<file path="src/hw/rtl/rbsp_pkg.sv">
// Shared types and constants for the bulk string parser.
`default_nettype none

package rbsp_pkg;

   localparam int unsigned ByteW   = 8;
   localparam int unsigned LenW    = 32;
   localparam int unsigned AccW    = 33;
   localparam int unsigned HdrW    = 21;
   localparam int unsigned DigW    = 5;
   localparam int unsigned IdxW    = 2;

   localparam logic [AccW-1:0] AccMax  = {AccW{1'b1}};
   localparam logic [HdrW-1:0] HdrMax  = {HdrW{1'b1}};
   localparam logic [DigW-1:0] DigMax  = {DigW{1'b1}};

   localparam logic [ByteW-1:0] ChrCr    = 8'h0d;
   localparam logic [ByteW-1:0] ChrLf    = 8'h0a;
   localparam logic [ByteW-1:0] ChrMinus = 8'h2d;
   localparam logic [ByteW-1:0] ChrZero  = 8'h30;
   localparam logic [ByteW-1:0] ChrNine  = 8'h39;

   localparam logic [ByteW-1:0] MagicReset  = 8'd36;
   localparam logic [LenW-1:0]  MaxLenReset = 32'd536870912;
   localparam logic [HdrW-1:0]  HdrLimReset = 21'd65536;

   typedef enum logic [IdxW-1:0] {
      CSR_MAGIC   = 2'd0,
      CSR_MAX_LEN = 2'd1,
      CSR_HDR_LIM = 2'd2
   } csr_index_type;

   typedef enum logic [1:0] {
      KIND_DATA  = 2'd0,
      KIND_END   = 2'd1,
      KIND_NULL  = 2'd2,
      KIND_ERROR = 2'd3
   } kind_type;

   typedef enum logic [1:0] {
      ERR_MAGIC    = 2'd0,
      ERR_HDR_LONG = 2'd1,
      ERR_NO_LEN   = 2'd2,
      ERR_BAD_LEN  = 2'd3
   } err_type;

   typedef enum logic [4:0] {
      PH_IDLE   = 5'b00001,
      PH_HEADER = 5'b00010,
      PH_DATA   = 5'b00100,
      PH_TRAIL1 = 5'b01000,
      PH_TRAIL2 = 5'b10000
   } phase_type;

   typedef struct packed {
      logic [ByteW-1:0] magic_byte;
      logic [LenW-1:0]  max_length;
      logic [HdrW-1:0]  header_limit;
   } cfg_type;

   typedef struct packed {
      logic             valid;
      kind_type         kind;
      logic [ByteW-1:0] payload_byte;
      logic [LenW-1:0]  string_length;
      err_type          error_code;
   } result_type;

endpackage

`default_nettype wire

</file>
<file path="src/hw/rtl/rbsp_fsm.sv">
// Frame state machine: header decode, length check, data and trailer tracking.
`default_nettype none

module rbsp_fsm
   import rbsp_pkg::*;
(
   input  wire logic             clock,
   input  wire logic             reset,
   input  wire logic             step,
   input  wire logic [ByteW-1:0] data_byte,
   input  wire cfg_type          cfg,
   output result_type            result,
   output logic                  idle
);

   phase_type        phase_ff, phase_in;
   logic             neg_ff, neg_in;
   logic [DigW-1:0]  dig_cnt_ff, dig_cnt_in;
   logic [AccW-1:0]  acc_ff, acc_in;
   logic             bad_ff, bad_in;
   logic [HdrW-1:0]  hdr_cnt_ff, hdr_cnt_in;
   logic [LenW-1:0]  left_ff, left_in;
   logic             cr_ff, cr_in;

   logic [HdrW-1:0]  hdr_inc;
   logic [AccW+3:0]  acc_sum;
   logic [AccW-1:0]  acc_digit;
   logic [AccW-1:0]  len_sel;
   logic             is_digit;
   logic             clear;
   logic [LenW-1:0]  left_dec;

   assign idle     = (phase_ff == PH_IDLE);
   assign hdr_inc  = (hdr_cnt_ff == HdrMax) ? hdr_cnt_ff : hdr_cnt_ff + 1'b1;
   assign is_digit = (data_byte >= ChrZero) && (data_byte <= ChrNine);
   assign acc_sum  = (AccW+4)'({acc_ff, 3'b000}) + (AccW+4)'({acc_ff, 1'b0})
                   + (AccW+4)'(data_byte[3:0]);
   assign acc_digit = (acc_sum[AccW+3:AccW] != '0) ? AccMax : acc_sum[AccW-1:0];
   assign left_dec  = (left_ff != '0) ? left_ff - 1'b1 : left_ff;

   always_comb begin
      phase_in   = phase_ff;
      neg_in     = neg_ff;
      dig_cnt_in = dig_cnt_ff;
      acc_in     = acc_ff;
      bad_in     = bad_ff;
      hdr_cnt_in = hdr_cnt_ff;
      left_in    = left_ff;
      cr_in      = cr_ff;
      clear      = 1'b0;
      len_sel    = '0;
      result     = '0;

      unique case (phase_ff)
         PH_IDLE: begin
            if (data_byte != cfg.magic_byte) begin
               clear             = 1'b1;
               result.valid      = 1'b1;
               result.kind       = KIND_ERROR;
               result.error_code = ERR_MAGIC;
            end else if (cfg.header_limit == '0) begin
               clear             = 1'b1;
               result.valid      = 1'b1;
               result.kind       = KIND_ERROR;
               result.error_code = ERR_HDR_LONG;
            end else begin
               phase_in   = PH_HEADER;
               neg_in     = 1'b0;
               dig_cnt_in = '0;
               acc_in     = '0;
               bad_in     = 1'b0;
               hdr_cnt_in = HdrW'(1);
               left_in    = '0;
               cr_in      = 1'b0;
            end
         end
         PH_HEADER: begin
            hdr_cnt_in = hdr_inc;
            if (cr_ff && (data_byte == ChrLf)) begin
               len_sel = acc_ff;
               if (hdr_cnt_ff == HdrW'(2)) begin
                  clear             = 1'b1;
                  result.valid      = 1'b1;
                  result.kind       = KIND_ERROR;
                  result.error_code = ERR_NO_LEN;
               end else if (bad_ff || (dig_cnt_ff == '0)
                            || (neg_ff && (acc_ff > AccW'(1)))
                            || (!neg_ff && (acc_ff > AccW'(cfg.max_length)))) begin
                  clear             = 1'b1;
                  result.valid      = 1'b1;
                  result.kind       = KIND_ERROR;
                  result.error_code = ERR_BAD_LEN;
               end else if (neg_ff && (acc_ff == AccW'(1))) begin
                  clear        = 1'b1;
                  result.valid = 1'b1;
                  result.kind  = KIND_NULL;
               end else begin
                  acc_in   = len_sel;
                  left_in  = len_sel[LenW-1:0];
                  cr_in    = 1'b0;
                  phase_in = (len_sel == '0) ? PH_TRAIL1 : PH_DATA;
               end
            end else begin
               bad_in = bad_ff | cr_ff;
               if (data_byte == ChrCr) begin
                  cr_in = 1'b1;
               end else begin
                  cr_in = 1'b0;
                  if ((data_byte == ChrMinus) && (hdr_cnt_ff == HdrW'(1))) begin
                     neg_in = 1'b1;
                  end else if (is_digit) begin
                     acc_in     = acc_digit;
                     dig_cnt_in = (dig_cnt_ff == DigMax) ? dig_cnt_ff : dig_cnt_ff + 1'b1;
                  end else begin
                     bad_in = 1'b1;
                  end
               end
               if (hdr_inc > cfg.header_limit) begin
                  clear             = 1'b1;
                  result.valid      = 1'b1;
                  result.kind       = KIND_ERROR;
                  result.error_code = ERR_HDR_LONG;
               end
            end
         end
         PH_DATA: begin
            left_in             = left_dec;
            phase_in            = (left_dec == '0) ? PH_TRAIL1 : PH_DATA;
            result.valid        = 1'b1;
            result.kind         = KIND_DATA;
            result.payload_byte = data_byte;
         end
         PH_TRAIL1: begin
            phase_in = PH_TRAIL2;
         end
         PH_TRAIL2: begin
            clear                = 1'b1;
            result.valid         = 1'b1;
            result.kind          = KIND_END;
            result.string_length = acc_ff[LenW-1:0];
         end
         default: begin
            clear = 1'b1;
         end
      endcase

      if (clear) begin
         phase_in   = PH_IDLE;
         hdr_cnt_in = '0;
         neg_in     = 1'b0;
         dig_cnt_in = '0;
         acc_in     = '0;
         bad_in     = 1'b0;
         left_in    = '0;
         cr_in      = 1'b0;
      end
   end

   always_ff @(posedge clock) begin
      if (reset) begin
         phase_ff   <= PH_IDLE;
         neg_ff     <= 1'b0;
         dig_cnt_ff <= '0;
         acc_ff     <= '0;
         bad_ff     <= 1'b0;
         hdr_cnt_ff <= '0;
         left_ff    <= '0;
         cr_ff      <= 1'b0;
      end else if (step) begin
         phase_ff   <= phase_in;
         neg_ff     <= neg_in;
         dig_cnt_ff <= dig_cnt_in;
         acc_ff     <= acc_in;
         bad_ff     <= bad_in;
         hdr_cnt_ff <= hdr_cnt_in;
         left_ff    <= left_in;
         cr_ff      <= cr_in;
      end
   end

endmodule

`default_nettype wire

</file>
<file path="src/hw/rtl/rbsp_out_reg.sv">
// Result register that holds one beat until the downstream side takes it.
`default_nettype none

module rbsp_out_reg
   import rbsp_pkg::*;
(
   input  wire logic       clock,
   input  wire logic       reset,
   input  wire result_type res_in,
   input  wire logic       out_stall,
   output logic            free,
   output logic            out_valid,
   output result_type      out_data
);

   logic       valid_ff, valid_in;
   result_type data_ff;

   assign free      = !valid_ff || !out_stall;
   assign valid_in  = res_in.valid || (valid_ff && out_stall);
   assign out_valid = valid_ff;
   assign out_data  = data_ff;

   always_ff @(posedge clock) begin
      if (reset) begin
         valid_ff <= 1'b0;
      end else begin
         valid_ff <= valid_in;
      end
   end

   always_ff @(posedge clock) begin
      if (res_in.valid) begin
         data_ff <= res_in;
      end
   end

endmodule

`default_nettype wire

</file>
<file path="src/hw/rtl/resp_bulk_string_parser_core.sv">
// Top level of the bulk string parser: input register, configuration and result stage.
`default_nettype none

// The parser takes one stream byte per clock while req_stall is low and gives at most one
// result beat per byte. A byte is held in the input register while the frame state machine
// decodes it, and its result is loaded into the result register when the byte advances; the
// result register presents the beat until the downstream side takes it.
// Sustained rate is one byte per cycle; the only limit is the result register, and
// req_stall rises only while a byte waits behind a stalled result beat.
// Configuration writes are registered and are meant for an idle parser.
module resp_bulk_string_parser_core
   import rbsp_pkg::*;
(
   input  wire logic             clock,
   input  wire logic             reset,
   input  wire logic             csr_we,
   input  wire logic [IdxW-1:0]  csr_index,
   input  wire logic [LenW-1:0]  csr_wdata,
   input  wire logic             req_valid,
   output logic                  req_stall,
   input  wire logic [ByteW-1:0] req_data_byte,
   output logic                  rsp_valid,
   input  wire logic             rsp_stall,
   output logic [1:0]            rsp_kind,
   output logic [ByteW-1:0]      rsp_payload_byte,
   output logic [LenW-1:0]       rsp_string_length,
   output logic [1:0]            rsp_error_code
);

   cfg_type          cfg_ff;
   logic             in_valid_ff, in_valid_in;
   logic [ByteW-1:0] in_byte_ff;
   logic             advance;
   logic             out_free;
   logic             fsm_idle;
   result_type       step_res, load_res, out_res;

   always_ff @(posedge clock) begin
      if (reset) begin
         cfg_ff.magic_byte   <= MagicReset;
         cfg_ff.max_length   <= MaxLenReset;
         cfg_ff.header_limit <= HdrLimReset;
      end else if (csr_we) begin
         unique case (csr_index)
            CSR_MAGIC:   cfg_ff.magic_byte   <= csr_wdata[ByteW-1:0];
            CSR_MAX_LEN: cfg_ff.max_length   <= csr_wdata;
            CSR_HDR_LIM: cfg_ff.header_limit <= csr_wdata[HdrW-1:0];
            default: begin
            end
         endcase
      end
   end

   assign advance     = in_valid_ff && out_free;
   assign req_stall   = in_valid_ff && !out_free;
   assign in_valid_in = req_valid || (in_valid_ff && !advance);

   always_ff @(posedge clock) begin
      if (reset) begin
         in_valid_ff <= 1'b0;
      end else begin
         in_valid_ff <= in_valid_in;
      end
   end

   always_ff @(posedge clock) begin
      if (req_valid && !req_stall) begin
         in_byte_ff <= req_data_byte;
      end
   end

   rbsp_fsm u_fsm (
      .clock     (clock),
      .reset     (reset),
      .step      (advance),
      .data_byte (in_byte_ff),
      .cfg       (cfg_ff),
      .result    (step_res),
      .idle      (fsm_idle)
   );

   always_comb begin
      load_res       = step_res;
      load_res.valid = step_res.valid && advance;
   end

   rbsp_out_reg u_out (
      .clock     (clock),
      .reset     (reset),
      .res_in    (load_res),
      .out_stall (rsp_stall),
      .free      (out_free),
      .out_valid (rsp_valid),
      .out_data  (out_res)
   );

   assign rsp_kind          = out_res.kind;
   assign rsp_payload_byte  = out_res.payload_byte;
   assign rsp_string_length = out_res.string_length;
   assign rsp_error_code    = out_res.error_code;

   a_stall_only_behind_result: assert property (
      @(posedge clock) disable iff (reset)
      req_stall |-> (in_valid_ff && rsp_valid && rsp_stall)
   ) else $error("input stalled without a blocked result beat");

   a_frame_close_to_idle: assert property (
      @(posedge clock) disable iff (reset)
      (load_res.valid && (load_res.kind != KIND_DATA)) |=> fsm_idle
   ) else $error("parser not idle after closing a frame");

   a_result_loaded: assert property (
      @(posedge clock) disable iff (reset)
      load_res.valid |=> (rsp_valid && (rsp_kind == $past(load_res.kind)))
   ) else $error("result beat lost in the result register");

endmodule

`default_nettype wire
</file>
<file path="config.mk">
export PLATFORM = sky130hd
export DESIGN_NAME = resp_bulk_string_parser_core
export DESIGN_NICKNAME = d
export VERILOG_FILES = /design/src/hw/rtl/rbsp_pkg.sv /design/src/hw/rtl/rbsp_fsm.sv /design/src/hw/rtl/rbsp_out_reg.sv /design/src/hw/rtl/resp_bulk_string_parser_core.sv
export SDC_FILE = /design/constraint.sdc
export NUM_CORES = 1
export LEC_CHECK = 0
export ABC_AREA = 0
export BUFFER_PORTS_ARGS = -buffer_cell sky130_fd_sc_hd__buf_4
export CORE_MARGIN = 10
export CORE_UTILIZATION = 40
export DETAILED_ROUTE_END_ITERATION = 6
export PLACE_DENSITY = 0.55
export SLEW_MARGIN = 20
export SYNTH_ARGS = -nofsm -noshare
export SYNTH_HDL_FRONTEND = slang
export SYNTH_SLANG_ARGS = --single-unit
</file>
<file path="constraint.sdc">
create_clock -name clock -period 6.13 [get_ports clock]
set_input_delay 1.839 -clock clock [delete_from_list [all_inputs] [get_ports clock]]
set_output_delay 1.839 -clock clock [all_outputs]
set_load 0.01 [all_outputs]
</file>
==> reports/summary.log, run 1 <==
qor: clock_tree.cts_inserted_buffers 26
qor: yosys.synth_top_area_share 24.1%
qor: setup_path.startpoint_type_of_the_worst_setup_path flip-flop
qor: sta.timing.setup.tns 0 ps
qor: yosys.total_of_warnings_raised_by_yosys 0
qor: yosys.synth.ff_latch_count 214
qor: routing.route.detailed.vias_per_inst 5.72
qor: sta.fin_crit_sh 92.8%
qor: setup_path.setup.worst_path.end_class flip-flop
qor: status.status complete, no violations
qor: power.worst_vdd_ir 0.000180 V
qor: place.dpl-instance-area 14500 µm²
qor: sta.finalHoldViolations 0
qor: final_layout.cell_count_final_fillers_out 2095
qor: clock_tree.postCtsResizedCells 0
qor: setup_path.critPathMaxFanout 44
qor: die.die_width 204 µm
qor: die.floorplan.die_area 41400 µm²
qor: sta.max-slew-margin-rel 27.3%
qor: clock_tree.postCtsHoldBufs 0
qor: sta.worstMarginPinSlew 1090 ps
qor: final_layout.final_cell_area 15400 µm²
qor: setup_path.cpMaxStageDelayCell inv_2
qor: grt.grt_antenna_before_repair 0
qor: worst_hold_path.worst_hold_path_type reg -> reg
qor: clock_tree.clock_edge_transition_at_the_registers_on_the_reported_setup_and_hold_paths 60 ps
qor: final_layout.fill_cells 3320
qor: setup_path.critPathArrivalTime 5840 ps
qor: clock_tree.postCtsSetupRepairBufs 0
qor: setup_path.number_of_buffers_and_inverters_on_the_critical_path 1
qor: place.routabilityCongestion 0.890
qor: final_layout.final_layout_size_suffix_gt1_share 11.1%
qor: power.power.share.clock 45.8%
qor: clock_tree.ctsLongestPathBuffers 3
qor: power.power 3.53 mW
qor: power.comb_power_share 10.8%
qor: setup_path.cpPeakStageDelay 700 ps
qor: final_layout.final_common_cell nand2_1
qor: final_layout.area_growth_syn_to_layout 14.1%
qor: sta.clock.fmax 176 MHz
qor: routing.ant_nets 0
qor: power.p_leak 6.20 nW
qor: grt.grt_pass1_vias 11.4k
qor: die.num_rows 67
qor: routing.drt_first_iter_violations 884
qor: grt.track_usage 19.6%
qor: power.cellInternalPower 2.62 mW
qor: sta.worst_clock_skew 14.2 ps
qor: die.top_level_ports 93
qor: yosys.synth_area_per_cell 8.54 µm²
qor: grt.grt_max_degree 61
qor: routing.detail_route.wirelength 42000 µm
qor: yosys.synth_top_cell_by_area dfxtp_1
qor: sta.finalCriticalPeriod 5690 ps
qor: clock_tree.cts_htree_levels 1
qor: routing.routed-via-count 12.0k
qor: final_layout.num_antenna_cells 0
qor: power.power_switching 906 µW
qor: final_layout.final_net_count 1802
qor: die.floorplan.core_area 33400 µm²
qor: setup_path.worstSetupPathType reg -> reg
qor: yosys.synthesis.area 13500 µm²
qor: clock_tree.clock_tree.root_cell clkbuf_16
qor: die.die_height 204 µm
qor: grt.globalRouteOverflowTotal 0
qor: sta.finalHoldWorstSlack 456 ps
qor: grt.grt_pass1_wl 65600 µm
qor: yosys.synth_edf_count 52
qor: sta.timing.final.setup_violations 0
qor: sta.unrepaired_setup_endpoints_after_global_routing no
qor: yosys.synthesis.nets 1753
qor: yosys.netlist_top_cells_area dfxtp_1, ha_1, edfxtp_1, a21oi_1, nand2_1
qor: yosys.synth_sequential_area_ratio 35.7%
qor: die.initial_core_util 40.4%
qor: routing.wire_per_inst 20.1 µm
qor: clock_tree.worstSkewPairLatency 540 ps
qor: yosys.netlist_instances 1578
qor: setup_path.critPathTopFamily simple AND/OR/NAND/NOR gates
qor: routing.detail_route.drc_violations 0
qor: place.io_buffer_count 92
qor: place.placed_instances 2047
qor: sta.final-max-slew-violation-count 0
qor: clock_tree.cts_tree done
qor: power.p_seq_share 43.4%
qor: routing.drt_first_pass_iters 5
qor: yosys.synth_flop_cell dfxtp_1
qor: yosys.synth_cell_type_count 82
qor: place.hpwl_dp 30100 µm
qor: setup_path.cp_data_required_time 6280 ps
qor: setup_path.worst_path_cell_trace nand3_1, nor3_1, nand4_1, nor2_1, nand3_1, xnor2_1, ha_1, nand4_1, or4_1, o221ai_1, a21oi_2, a21o_1, and2_1, a31o_2, inv_2
qor: flow_run.cap_violations 0
qor: final_layout.leading_cell_types_in_the_layout_fill_and_taps_excluded nand2_1, dfxtp_1, a21oi_1
qor: power.cellPowerDensity 229 nW/µm²
qor: power.p_sw_share 25.7%
qor: clock_tree.clkSinkCount 214
qor: yosys.async_sr_flop_fraction 0%
cells by family after synthesis:
| kind of cell | Yosys count | share of synthesized area (%) |
|---|---|---|
| XOR/XNOR | 60 | 3.90 |
| multiplexers | 11 | 0.817 |
| buffers and inverters | 168 | 5.14 |
| AO/OA/AOI/OAI | 432 | 21.3 |
| adder cells (fa/ha/maj) | 128 | 12.0 |
| flip-flops | 214 | 35.7 |
| AND/OR/NAND/NOR | 565 | 21.1 |
cell type report:
class | instances | area [µm²] | share of cell area [%]
Multi-Input combinational cell | 1196 | 8000 | 52.0
Timing Repair Buffer | 105 | 801 | 5.21
Clock buffer | 38 | 762 | 4.96
Tap cell | 448 | 561 | 3.65
Sequential cell | 214 | 4800 | 31.3
Inverter | 84 | 315 | 2.05
Clock inverter | 10 | 126 | 0.822
routing by layer:
layer  up-vias  GRT usage, %  wire [µm]
met5         -             0          0
met3        65          2.57       2150
met1      5722          27.7      20300
met2       303          30.6      18600
met4         0          5.44        925
li1       5893             -          -
power groups by stage:
stage / registers (mW) / logic, mW / clock network (mW)
5_1_grt: 1.54 / 0.421 / 1.70
6_report: 1.53 / 0.381 / 1.61
2_1_floorplan: 1.56 / 0.241 / 0
3_5_place_dp: 1.56 / 0.378 / 0
4_1_cts: 1.53 / 0.380 / 1.64
3_3_place_gp: 1.56 / 0.378 / 0
per-stage QoR:
step                      utilization (%)  setup WS, ps
after detailed placement             43.4           532
after global routing                 46.1          18.1
after CTS                            46.1           496
after floorplan                         -          1180
final                                46.1           443
after global placement               43.4           666
sequential cells by signal, indices dropped and copies added, names as in the netlist:
signal,flops
cfg_ff,61
u_out.out_data,44
u_fsm.acc_ff,33
u_fsm.left_ff,32
u_fsm.hdr_cnt_ff,21
in_byte_ff,8
u_fsm.dig_cnt_ff,5
u_fsm.phase_ff,5
in_valid_ff,1
u_fsm.bad_ff,1
u_fsm.cr_ff,1
u_fsm.neg_ff,1
u_out.out_valid,1
tightest hold or removal path, delay by kind of cell, from the launching register on:
family	cells	cell delay [ps]
AND/OR/NAND/NOR	1	50
AO/OA/AOI/OAI	1	50
flip-flops	1	310
synthesized netlist by cell type, drive strengths merged, types with 11 or more instances:
cell type,number
a211oi,42
a21o,25
a21oi,160
a221oi,14
and2,48
and3,17
buf,22
clkbuf,62
dfxtp,162
edfxtp,52
ha,126
inv,84
mux2i,11
nand2,191
nand3,47
nand4,31
nor2,83
nor3,48
nor4,39
o21ai,65
o2bb2ai,32
or3,13
xnor2,34
xor2,26
worst paths after layout:
| path | from | to | slack, ps | cells past startpoint |
|---|---|---|---|---|
| max | u_fsm.hdr_cnt_ff[3] | u_out.out_data[27] | 440 | 15 |
| min | cfg_ff[4] | cfg_ff[4] | 460 | 2 |
| max reg2reg | u_fsm.hdr_cnt_ff[3] | u_out.out_data[27] | 440 | 15 |
| min reg2reg | cfg_ff[4] | cfg_ff[4] | 460 | 2 |
(Power assumes the default switching activity.)
==> run 2, diff against run 1 <==
--- a/config.mk
+++ b/config.mk
@@ -10,7 +10,7 @@
 export CORE_MARGIN = 10
 export CORE_UTILIZATION = 40
 export DETAILED_ROUTE_END_ITERATION = 6
-export PLACE_DENSITY = 0.55
+export PLACE_DENSITY = 0.66
 export SLEW_MARGIN = 20
 export SYNTH_ARGS = -nofsm -noshare
 export SYNTH_HDL_FRONTEND = slang
==> run 2 against run 1 <==
  * Combinational power about the same
  * Sequential share of layout area increased by 0.10 points
  * Fmax increased by 6.3%
  * Clock power decreased by 7%
  * First-iteration DRC count increased by 1.8%
  * Clock skew increased by 2.4 ps
  * Setup slack improved by 330 ps
  * Count of clock-buffer cells in the layout decreased by 10
  * Power decreased by 3.6%
  * Design area decreased by 0.33%
  * Routed wire length decreased by 2.4%
  * Critical path type unchanged
  * Critical endpoint is now u_out.out_data[24]
  * Largest power group is now registers
  * Highest routed layer unchanged
==> reports/summary.log, run 2 (synthesis gave the netlist of run 1 again) <==
qor: routing.wire_per_inst 19.6 µm [-2.2%]
qor: clock_tree.postCtsResizedCells 0 [unchanged]
qor: place.io_buffer_count 92 [unchanged]
qor: power.power 3.40 mW [-3.6%]
qor: die.floorplan.core_area 33400 µm² [unchanged]
qor: die.top_level_ports 93 [unchanged]
qor: clock_tree.ctsLongestPathBuffers 3 [unchanged]
qor: final_layout.num_antenna_cells 0 [unchanged]
qor: die.initial_core_util 40.4% [unchanged]
qor: die.num_rows 67 [unchanged]
qor: place.routabilityCongestion 0.955 [+7.3%]
qor: sta.worstMarginPinSlew 1070 ps [-12.6 ps]
qor: clock_tree.postCtsSetupRepairBufs 0 [unchanged]
qor: status.status complete, no violations
qor: power.cellPowerDensity 222 nW/µm² [-3.3%]
qor: final_layout.max_ffs_per_register 61 [unchanged]
qor: sta.finalHoldViolations 0 [unchanged]
qor: routing.ant_nets 0 [unchanged]
qor: setup_path.reg2reg_slack 780 ps [+330 ps]
qor: sta.unrepaired_setup_endpoints_after_global_routing no
qor: power.worst_vdd_ir 0.000195 V [+8.7%]
qor: setup_path.worstSetupPathType reg -> reg
qor: sta.timing.final.setup_violations 0 [unchanged]
qor: final_layout.post_layout_util 45.9% [-0.15 points]
qor: routing.drt_first_iter_violations 900 [+1.8%]
qor: clock_tree.clock_tree.root_cell clkbuf_16
qor: final_layout.final_net_count 1800 [-0.11%]
qor: setup_path.critPathArrivalTime 5610 ps [-230 ps]
qor: routing.detail_route.wirelength 41000 µm [-2.4%]
qor: clock_tree.clkSinkCount 214 [unchanged]
qor: sta.fin_crit_sh 87.3% [-5.5 points]
qor: grt.grt_pass1_wl 64600 µm [-1.6%]
qor: clock_tree.worstSkewPairLatency 530 ps [about the same]
qor: clock_tree.cts_inserted_buffers 24 [-7.7%]
qor: grt.globalRouteOverflowTotal 0 [unchanged]
qor: die.die_width 204 µm [unchanged]
qor: sta.worst_clock_skew 16.6 ps [+2.36 ps]
qor: routing.route.detailed.vias_per_inst 5.80 [+1.4%]
qor: clock_tree.cts_tree done
qor: setup_path.cpPeakStageDelay 520 ps [-180 ps]
qor: routing.detail_route.drc_violations 0 [unchanged]
qor: setup_path.setup.worst_path.end_class flip-flop
qor: grt.grt_antenna_before_repair 0 [unchanged]
qor: final_layout.final_layout_size_suffix_gt1_share 11.1% [-0.034 points]
qor: setup_path.startpoint_type_of_the_worst_setup_path flip-flop
qor: final_layout.largest_register cfg_ff
qor: setup_path.cpMaxStageDelayCell or4_1
qor: place.placed_instances 2046 [-0.049%]
qor: routing.drt_first_pass_iters 5 [unchanged]
qor: sta.final-max-slew-violation-count 0 [unchanged]
qor: grt.grt_pass1_vias 11.5k [+0.38%]
qor: die.die_height 204 µm [unchanged]
qor: power.p_leak 6.16 nW [-0.58%]
qor: sta.max-slew-margin-rel 28.0% [+0.75 points]
qor: die.floorplan.die_area 41400 µm² [unchanged]
qor: place.hpwl_dp 29600 µm [-1.7%]
qor: grt.grt_max_degree 69 [+13%]
qor: final_layout.final_cell_area 15300 µm² [-0.33%]
qor: worst_hold_path.worst_hold_path.num_cells 2 [unchanged]
qor: setup_path.cp_data_required_time 6390 ps [+110 ps]
qor: clock_tree.cts_htree_levels 1 [unchanged]
qor: flow_run.cap_violations 0 [unchanged]
qor: place.dpl-instance-area 14500 µm² [about the same]
qor: final_layout.final_common_cell nand2_1
qor: final_layout.cell_count_final_fillers_out 2091 [-0.19%]
qor: final_layout.area_growth_syn_to_layout 13.7%
qor: final_layout.leading_cell_types_in_the_layout_fill_and_taps_excluded nand2_1, dfxtp_1, a21oi_1
qor: sta.finalCriticalPeriod 5350 ps [-335 ps]
qor: setup_path.worst_path_cell_trace nand3_1, nor3_1, nand4_1, nor2_1, nand3_1, xnor2_1, ha_1, nand4_1, or4_1, o21ai_0, o21ai_0, a21oi_2, a21o_1, and2_1, a31o_2, inv_2, buf_12
qor: clock_tree.clock_edge_transition_at_the_registers_on_the_reported_setup_and_hold_paths 60 ps [about the same]
qor: worst_hold_path.worst_hold_path_type reg -> reg
qor: grt.track_usage 19.1% [-0.52 points]
qor: clock_tree.postCtsHoldBufs 0 [unchanged]
qor: sta.clock.fmax 187 MHz [+6.3%]
qor: sta.timing.setup.tns 0 ps [unchanged]
qor: setup_path.critPathMaxFanout 31 [-30%]
qor: setup_path.worst_r2r_path_depth 17 [+2]
qor: routing.routed-via-count 12.1k [+1.2%]
[run 2: path summary, 6_finish.rpt]
kind	start	to
worst max register to register	u_fsm.hdr_cnt_ff[4]	u_out.out_data[24]
worst max-delay path	u_fsm.hdr_cnt_ff[4]	u_out.out_data[24]
worst min register to register	cfg_ff[23]	cfg_ff[23]
worst min-delay path	cfg_ff[23]	cfg_ff[23]
[run 2: worst max-delay path, delay by kind of cell, from the launching register on]
kind | cells | cell delay (ps)
AND/OR/NAND/NOR | 8 | 2500
AO/OA/AOI/OAI | 5 | 1250
flip-flops | 1 | 440
buffers and inverters | 2 | 350
adder cells (fa/ha/maj) | 1 | 310
XOR/XNOR | 1 | 180
[run 2: metal layers]
layer / wire length (µm) / global-route usage, % / vias up / share of wire (%)
met5: 0 / 0 / - / 0
met3: 2450 / 2.54 / 71 / 6.0
li1: - / - / 5874 / -
met1: 18400 / 25.4 / 5777 / 45
met2: 19000 / 31.3 / 405 / 46
met4: 1190 / 6.37 / 0 / 2.9
[run 2: layout make-up]
type / instances / area [µm²]
Fill cell: 3340 / 18000
Clock inverter: 16 / 170
Inverter: 84 / 315
Tap cell: 448 / 561
Sequential cell: 214 / 4800
Clock buffer: 28 / 647
Multi-Input combinational cell: 1196 / 8000
Timing Repair Buffer: 105 / 817
[run 2: report_power, final]
group	total [mW]	switching (mW)	internal [mW]	leakage (nW)
combinational	0.379	0.237	0.142	3.99
clock	1.49	0.606	0.883	0.396
sequential	1.53	0.0390	1.49	1.78
[run 2: per-stage QoR]
| step | setup slack (ps) | hold WS, ps |
|---|---|---|
| finish | 778 | 457 |
| global route | 505 | 474 |
| CTS | 891 | 458 |
| detailed placement | 933 | 450 |
| global placement | 1090 | 445 |
| floorplan | 1180 | 436 |
